## config.mk

```make
export PLATFORM = sky130hd
export DESIGN_NAME = imu_serial_frame_decoder
export DESIGN_NICKNAME = d
export VERILOG_FILES = /design/src/hw/rtl/imu_sfd_pkg.sv /design/src/hw/rtl/imu_sfd_parser.sv /design/src/hw/rtl/imu_sfd_scaler.sv /design/src/hw/rtl/imu_serial_frame_decoder.sv
export SDC_FILE = /design/constraint.sdc
export NUM_CORES = 2
export LEC_CHECK = 0
export BUFFER_PORTS_ARGS = -buffer_cell sky130_fd_sc_hd__buf_2
export CAP_MARGIN = 30
export CORE_ASPECT_RATIO = 1.1
export CORE_MARGIN = 10
export CORE_UTILIZATION = 70
export DETAILED_ROUTE_END_ITERATION = 16
export GPL_TIMING_DRIVEN = 0
export PLACE_DENSITY = 0.95
export SKIP_CTS_REPAIR_TIMING = 1
export SYNTH_ARGS = -nofsm -noshare
export SYNTH_HDL_FRONTEND = slang
export SYNTH_SLANG_ARGS = --single-unit
```

## constraint.sdc

```tcl
create_clock -name clk -period 14.5 [get_ports clk]
set_input_delay 1.45 -clock clk [delete_from_list [all_inputs] [get_ports clk]]
set_output_delay 1.45 -clock clk [all_outputs]
set_load 0.02 [all_outputs]
```

## src/hw/rtl/imu_sfd_pkg.sv

```systemverilog
package imu_sfd_pkg;

  // Byte that opens every frame.
  localparam logic [7:0] HDR_BYTE = 8'h55;

  // Byte positions inside a frame; payload bytes sit between POS_TYPE and POS_SUM.
  localparam logic [3:0] POS_HUNT    = 4'd0;
  localparam logic [3:0] POS_TYPE    = 4'd1;
  localparam logic [3:0] POS_PAYLOAD = 4'd2;
  localparam logic [3:0] POS_LAST    = 4'd9;
  localparam logic [3:0] POS_SUM     = 4'd10;

  // Configuration register indexes.
  localparam logic [2:0] REG_ACCEL_CODE = 3'd0;
  localparam logic [2:0] REG_GYRO_CODE  = 3'd1;
  localparam logic [2:0] REG_ANGLE_CODE = 3'd2;
  localparam logic [2:0] REG_ALT_CODE   = 3'd3;
  localparam logic [2:0] REG_CKS_EN     = 3'd4;

  // Scale coefficients in units of 2^-24 (product is shifted right by 8).
  localparam logic [16:0] COEFF_ACCEL = 17'd80282;
  localparam logic [16:0] COEFF_GYRO  = 17'd17872;
  localparam logic [16:0] COEFF_ANGLE = 17'd92160;

  localparam int VAL_W = 25;

  typedef enum logic [1:0] {
    KIND_ACCEL = 2'd0,
    KIND_GYRO  = 2'd1,
    KIND_ANGLE = 2'd2,
    KIND_ALT   = 2'd3
  } kind_t;

  // Configuration seen by the parser.
  typedef struct packed {
    logic [7:0] accel_code;
    logic [7:0] gyro_code;
    logic [7:0] angle_code;
    logic [7:0] alt_code;
    logic       cks_en;
  } cfg_t;

  // One decoded frame ahead of scaling.
  typedef struct packed {
    kind_t              kind;
    logic signed [15:0] w0;
    logic signed [15:0] w1;
    logic signed [15:0] w2;
    logic               ok;
  } frame_t;

  // Coefficient for a frame kind; angle and altitude share one.
  function automatic logic [16:0] coeff_of(kind_t kind);
    logic [16:0] c;
    unique case (kind)
      KIND_ACCEL: c = COEFF_ACCEL;
      KIND_GYRO:  c = COEFF_GYRO;
      default:    c = COEFF_ANGLE;
    endcase
    return c;
  endfunction

endpackage

```

## src/hw/rtl/imu_sfd_parser.sv

```systemverilog
module imu_sfd_parser (
  input  logic                 clk,
  input  logic                 rst_n,
  input  imu_sfd_pkg::cfg_t    cfg_i,
  input  logic                 byte_v_i,
  input  logic [7:0]           byte_i,
  output logic                 byte_rdy_o,
  output logic                 frm_v_o,
  output imu_sfd_pkg::frame_t  frm_o,
  input  logic                 frm_rdy_i
);

  logic [3:0]          pos_r, pos_nxt;
  imu_sfd_pkg::kind_t  kind_r, kind_nxt;
  logic [7:0]          sum_r, sum_nxt;
  logic [7:0]          store_r [8];
  logic                frm_v_r;
  imu_sfd_pkg::frame_t frm_r;
  logic                take;
  logic                emit;
  logic                ok;
  logic                wr_en;
  logic [2:0]          wr_idx;

  // The frame register takes a new frame when it is empty or being drained.
  assign byte_rdy_o = !frm_v_r || frm_rdy_i;
  assign take       = byte_v_i && byte_rdy_o;
  assign ok         = (sum_r == byte_i);
  assign wr_idx     = 3'(pos_r - imu_sfd_pkg::POS_PAYLOAD);

  // Frame position, kind and running sum.
  always_comb begin
    pos_nxt  = pos_r;
    kind_nxt = kind_r;
    sum_nxt  = sum_r;
    emit     = 1'b0;
    wr_en    = 1'b0;
    if (take) begin
      priority if (pos_r == imu_sfd_pkg::POS_TYPE) begin
        pos_nxt = imu_sfd_pkg::POS_PAYLOAD;
        sum_nxt = sum_r + byte_i;
        priority if (byte_i == cfg_i.accel_code) begin
          kind_nxt = imu_sfd_pkg::KIND_ACCEL;
        end else if (byte_i == cfg_i.gyro_code) begin
          kind_nxt = imu_sfd_pkg::KIND_GYRO;
        end else if (byte_i == cfg_i.angle_code) begin
          kind_nxt = imu_sfd_pkg::KIND_ANGLE;
        end else if (byte_i == cfg_i.alt_code) begin
          kind_nxt = imu_sfd_pkg::KIND_ALT;
        end else begin
          // Unknown type: back to hunting, nothing else changes.
          pos_nxt = imu_sfd_pkg::POS_HUNT;
          sum_nxt = sum_r;
        end
      end else if (pos_r >= imu_sfd_pkg::POS_PAYLOAD && pos_r <= imu_sfd_pkg::POS_LAST) begin
        wr_en   = 1'b1;
        sum_nxt = sum_r + byte_i;
        pos_nxt = pos_r + 4'd1;
      end else if (pos_r == imu_sfd_pkg::POS_SUM) begin
        pos_nxt = imu_sfd_pkg::POS_HUNT;
        emit    = !(cfg_i.cks_en && !ok);
      end else begin
        // Hunting, including the unreachable position codes.
        if (byte_i == imu_sfd_pkg::HDR_BYTE) begin
          pos_nxt = imu_sfd_pkg::POS_TYPE;
          sum_nxt = imu_sfd_pkg::HDR_BYTE;
        end else begin
          pos_nxt = imu_sfd_pkg::POS_HUNT;
        end
      end
    end
  end

  // Control state.
  always_ff @(posedge clk) begin
    if (!rst_n) begin
      pos_r   <= imu_sfd_pkg::POS_HUNT;
      kind_r  <= imu_sfd_pkg::KIND_ACCEL;
      sum_r   <= '0;
      frm_v_r <= 1'b0;
    end else begin
      pos_r  <= pos_nxt;
      kind_r <= kind_nxt;
      sum_r  <= sum_nxt;
      if (emit) begin
        frm_v_r <= 1'b1;
      end else if (frm_rdy_i) begin
        frm_v_r <= 1'b0;
      end
    end
  end

  // Payload bytes and the captured frame.
  always_ff @(posedge clk) begin
    if (wr_en) begin
      store_r[wr_idx] <= byte_i;
    end
    if (emit) begin
      frm_r.kind <= kind_r;
      frm_r.w0   <= {store_r[1], store_r[0]};
      frm_r.w1   <= {store_r[3], store_r[2]};
      frm_r.w2   <= {store_r[5], store_r[4]};
      frm_r.ok   <= ok;
    end
  end

  assign frm_v_o = frm_v_r;
  assign frm_o   = frm_r;

`ifndef ASSERT_OFF
  // The position never leaves the frame range once out of reset.
  a_pos_range: assert property (@(posedge clk) disable iff (!rst_n)
    pos_r <= imu_sfd_pkg::POS_SUM)
    else $error("byte position out of range");

  // A new frame only appears right after a sum byte was taken.
  a_frame_src: assert property (@(posedge clk) disable iff (!rst_n)
    (frm_v_r && !$past(frm_v_r)) |-> ($past(pos_r) == imu_sfd_pkg::POS_SUM && $past(take)))
    else $error("frame without sum byte");

  // With checking on, a frame that reaches the register has a good sum.
  a_cks_drop: assert property (@(posedge clk) disable iff (!rst_n)
    (frm_v_r && !$past(frm_v_r) && $past(cfg_i.cks_en)) |-> frm_r.ok)
    else $error("bad-sum frame passed with checking on");
`endif

endmodule

```

## src/hw/rtl/imu_sfd_scaler.sv

```systemverilog
module imu_sfd_scaler (
  input  logic                 clk,
  input  logic                 rst_n,
  input  logic                 frm_v_i,
  input  imu_sfd_pkg::frame_t  frm_i,
  output logic                 frm_rdy_o,
  output logic                 out_v_o,
  output logic [79:0]          out_data_o,
  output logic [2:0]           out_user_o,
  input  logic                 out_rdy_i
);

  localparam int VW = imu_sfd_pkg::VAL_W;

  logic                 out_v_r;
  logic [VW-1:0]        x_r, y_r, z_r;
  imu_sfd_pkg::kind_t   kind_r;
  logic                 ok_r;
  logic                 load;
  logic signed [17:0]   coeff;
  logic signed [33:0]   px, py, pz;
  logic [VW-1:0]        x_nxt, y_nxt, z_nxt;

  assign frm_rdy_o = !out_v_r || out_rdy_i;
  assign load      = frm_v_i && frm_rdy_o;

  // Signed multiply, then floor shift by 8 bits down to Q8.16.
  assign coeff = $signed({1'b0, imu_sfd_pkg::coeff_of(frm_i.kind)});
  assign px    = frm_i.w0 * coeff;
  assign py    = frm_i.w1 * coeff;
  assign pz    = frm_i.w2 * coeff;
  assign x_nxt = px[VW+7:8];
  assign y_nxt = py[VW+7:8];
  assign z_nxt = (frm_i.kind == imu_sfd_pkg::KIND_ALT) ? '0 : pz[VW+7:8];

  // Result valid.
  always_ff @(posedge clk) begin
    if (!rst_n) begin
      out_v_r <= 1'b0;
    end else if (load) begin
      out_v_r <= 1'b1;
    end else if (out_rdy_i) begin
      out_v_r <= 1'b0;
    end
  end

  // Result payload.
  always_ff @(posedge clk) begin
    if (load) begin
      x_r    <= x_nxt;
      y_r    <= y_nxt;
      z_r    <= z_nxt;
      kind_r <= frm_i.kind;
      ok_r   <= frm_i.ok;
    end
  end

  assign out_v_o    = out_v_r;
  assign out_data_o = {5'd0, z_r, y_r, x_r};
  assign out_user_o = {ok_r, kind_r};

endmodule

```

## src/hw/rtl/imu_serial_frame_decoder.sv

```systemverilog
// Serial frame decoder for a 0x55-framed inertial sensor byte stream.
// Throughput: one received byte per clock cycle, sustained while the result stream is not back-pressured.
// After its sum byte is accepted, a result passes from the input register
// through the frame register to the scaled result register.
// Reset (rst_n low, synchronous) returns to header hunting, empties every
// stage and loads the default type codes with sum checking off.
module imu_serial_frame_decoder (
  input  logic        clk,
  input  logic        rst_n,
  // Input stream: tdata[7:0] rx_byte.
  input  logic        in_tvalid,
  output logic        in_tready,
  input  logic [7:0]  in_tdata,
  // Result stream: tdata[24:0] value_x, [49:25] value_y, [74:50] value_z, rest zero.
  output logic        out_tvalid,
  input  logic        out_tready,
  output logic [79:0] out_tdata,
  // Result tuser: [1:0] frame_kind, [2] checksum_ok.
  output logic [2:0]  out_tuser,
  // Configuration writes.
  input  logic        cfg_valid,
  output logic        cfg_ready,
  input  logic [2:0]  cfg_index,
  input  logic [7:0]  cfg_data
);

  imu_sfd_pkg::cfg_t   cfg_r;
  logic                byte_v_r;
  logic [7:0]          byte_r;
  logic                parse_rdy;
  logic                frm_v;
  imu_sfd_pkg::frame_t frm;
  logic                frm_rdy;

  assign cfg_ready = 1'b1;

  // Configuration registers.
  always_ff @(posedge clk) begin
    if (!rst_n) begin
      cfg_r.accel_code <= 8'd81;
      cfg_r.gyro_code  <= 8'd82;
      cfg_r.angle_code <= 8'd83;
      cfg_r.alt_code   <= 8'd86;
      cfg_r.cks_en     <= 1'b0;
    end else if (cfg_valid) begin
      unique case (cfg_index)
        imu_sfd_pkg::REG_ACCEL_CODE: cfg_r.accel_code <= cfg_data;
        imu_sfd_pkg::REG_GYRO_CODE:  cfg_r.gyro_code  <= cfg_data;
        imu_sfd_pkg::REG_ANGLE_CODE: cfg_r.angle_code <= cfg_data;
        imu_sfd_pkg::REG_ALT_CODE:   cfg_r.alt_code   <= cfg_data;
        imu_sfd_pkg::REG_CKS_EN:     cfg_r.cks_en     <= cfg_data[0];
        default: ;
      endcase
    end
  end

  // Input register; refilled whenever the parser takes its byte.
  assign in_tready = !byte_v_r || parse_rdy;

  always_ff @(posedge clk) begin
    if (!rst_n) begin
      byte_v_r <= 1'b0;
    end else if (in_tready) begin
      byte_v_r <= in_tvalid;
    end
  end

  always_ff @(posedge clk) begin
    if (in_tvalid && in_tready) begin
      byte_r <= in_tdata;
    end
  end

  imu_sfd_parser u_parser (
    .clk        (clk),
    .rst_n      (rst_n),
    .cfg_i      (cfg_r),
    .byte_v_i   (byte_v_r),
    .byte_i     (byte_r),
    .byte_rdy_o (parse_rdy),
    .frm_v_o    (frm_v),
    .frm_o      (frm),
    .frm_rdy_i  (frm_rdy)
  );

  imu_sfd_scaler u_scaler (
    .clk        (clk),
    .rst_n      (rst_n),
    .frm_v_i    (frm_v),
    .frm_i      (frm),
    .frm_rdy_o  (frm_rdy),
    .out_v_o    (out_tvalid),
    .out_data_o (out_tdata),
    .out_user_o (out_tuser),
    .out_rdy_i  (out_tready)
  );

endmodule
```

==> impl_metrics.toml <==
[floorplan]
pin_count = 110
die_h_um = 231
design.die.area_um2 = 48800
die_width_um = 212
core_area_um2 = 40100
row_count = 77
start_util_pct = 70.6

[logic_synthesis]
ys_ff_latch = 235
synth_area_leaders = "fa_1 29%, edfxtp_1 20%, ha_1 20%, inv_1 8.3%, dfxtp_1 3.5%"
synth-edff-count = 185
syn_inst = 2662
ys.flop_type = "edfxtp_1"
synth_top_area_share_pct = 28.5
synth_area_um2 = 28300
synth_top_area_cell = "fa_1"
synthArstFlopShare_pct = 0
synth_cell_types = 69
avgSynthCellArea_um2 = 10.6
ys_warn_count = 0
ys_seq_area_share_pct = 23.2

[global_route]
grt_max_degree = 36
grt_pass1_wl_mm = 110
gr-usage-all-layers_pct = 28.7
antenna_found_initial = 1
first_global_vias = 21303
grt-ovfl-total = 0

[pwr]
ir_drop_mv = 0.0988
power_mw = 1.57
power.density_nw_per_um2 = 51.2
p_leak_nw = 15.4

[placed_design]
io_buffers = 102
dpl.hpwl_mm = 55.2
post_dp_cell_area_um2 = 29600
place.gp.congestion = 0.960

[sta]
finalHoldViolCount = 0
slew_viol_final = 0
rsz0062_at_grt = "no"
fin_skew_ns = 0.0143
final-setup-viol-count = 0
hold_slack_ns = 0.414
fmax_mhz = 114
post-route-min-period_ns = 8.79
tightest_slew_ns = 0.983
tns_ns = 0
max_slew_margin_pct = 34.1
period_share_pct = 60.6

[setup_path]
path_cells = "clkbuf_1, clkbuf_1, buf_1, nand2_1, fa_1, fa_1, fa_1, inv_1, fa_1, fa_1, fa_1, ha_1, a21o_1, a21oi_1, a2bb2oi_1, nand4_1, a31o_2, and2_1, o21ai_0, o21ai_0, xor2_1"
criticalPathCategory = "register to register"
crit_arrival_ns = 9.11
path_buf_inv = 4
cpMostUsedCell = "fa_1"
slowest_delay_ns = 0.74
cp-end-kind = "register"
required_ns = 14.82
cp_top_family = "adder cells"
crit_fanout = 10
worst_setup_path_start_kind = "register"
slowest_stage = "clkbuf_1"

[detailed_routing]
vias = 19214
ant_nets = 0
drc = 0
wire_per_inst_um = 20.1
viasPerCell = 5.74
drtIter0Drc = 1401
drt-total-wl_mm = 67.4
drtPass1Iterations = 8

[final_layout]
final_area_um2 = 30600
fillers = 2536
final_nets = 3684
layout_commonest_cell = "inv_1"
layout_common_cells = "628 x inv_1, 444 x ha_1, 403 x fa_1"
area_delta_synth_final_pct = 8.20
n_antenna_cell = 0
drive_gt1_share_pct = 6.85

[clocking]
cts-root-buf = "clkbuf_16"
htreeDepth = 1
clockBufferDepth = 3
cts_tree = "built"
worstSkewPairLatency_ns = 0.59
numClockSinks = 235
clk_pin_slew_ns = 0.07
numCtsBuffers = 27

[run]
cap_viol_max_count = 0

[hold_path]
hp-class = "register to register"

[outcome]
status = "completed"
power by group:
group,switching [mW],internal (mW)
Sequential,0.00938,0.728
Clock,0.314,0.438
Combinational,0.0451,0.0320
Total,0.369,1.20
area by class of cell:
class	instances	area, um2	share of cell area (%)
multi-input cells	1752	19200	62.7
flip-flops and latches	235	6560	21.4
inverters	628	2360	7.71
clock buffers	29	683	2.23
repair buffers	113	656	2.14
well taps	513	642	2.10
clock inverters	21	280	0.916
plain buffers	56	236	0.773
path summary, 6_finish.rpt:
check	slack (ns)	cells past startpoint	startpoint	to
worst max-delay path	5.71	21	u_parser.frm_o[49]	u_scaler.x_r[21]
worst min-delay path	0.41	0	u_parser.store_r[4][4]	u_parser.frm_o[5]
worst max register to register	5.71	21	u_parser.frm_o[49]	u_scaler.x_r[21]
worst min register to register	0.41	0	u_parser.store_r[4][4]	u_parser.frm_o[5]
cell families (layout without fill, tap and decap cells):
kind of cell    Yosys count  in the layout  synth area share (%)
fa+ha+maj               847            847                  48.2
buf+inv                 684            847                  9.17
simple gates            565            565                  10.5
flops                   235            235                  23.2
compound gates          202            202                  5.00
xor+xnor                125            125                  3.87
other cells               2             11                0.0266
mux                       2              2                0.0708
flip-flops by register name, indices dropped and copies added, names as in the netlist:
signal,cells
u_scaler.ok_r,1
u_parser.store_r,48
u_parser.frm_o,51
u_parser.sum_r,8
cfg_r,33
byte_v_r,1
byte_r,8
u_parser.pos_r,4
u_parser.kind_r,2
u_scaler.kind_r,2
u_scaler.x_r,25
u_scaler.out_v_o,1
u_parser.frm_v_o,1
u_scaler.y_r,25
u_scaler.z_r,25
layer usage:
| metal | vias up | track usage, % | share of wire (%) |
|---|---|---|---|
| met4 | 0 | 13.2 | 5.0 |
| met5 | - | 0 | 0 |
| met2 | 732 | 51.1 | 52 |
| met3 | 208 | 5.14 | 7.0 |
| met1 | 9565 | 32.8 | 36 |
| li1 | 8709 | - | - |
stage by stage:
step,util (%),std cells,worst slack (ns)
floorplan,-,2671,7.86
global placement,73.5,3286,6.25
detailed placement,73.9,3295,6.00
CTS,76.3,3345,5.88
global route,76.3,3347,5.56
finish,76.3,3347,5.71
Yosys cell counts, drive strengths merged, types with 3 or more instances:
cell type  instances
a211oi             9
a21boi            25
a21o              29
a21oi             51
a311oi             3
a31o               3
a31oi              8
and2             134
and3               9
and4               4
buf                9
clkbuf            47
dfxtp             50
edfxtp           185
fa               403
ha               444
inv              628
nand2            136
nand2b            48
nand3             37
nand3b             3
nand4             13
nor2              82
nor2b             52
nor3              19
nor3b              3
nor4               8
o211a              3
o21a               9
o21ai             35
o21bai             6
o31ai              3
or2                8
or3b               3
xnor2             68
xor2              57
(Power assumes the default switching activity.)
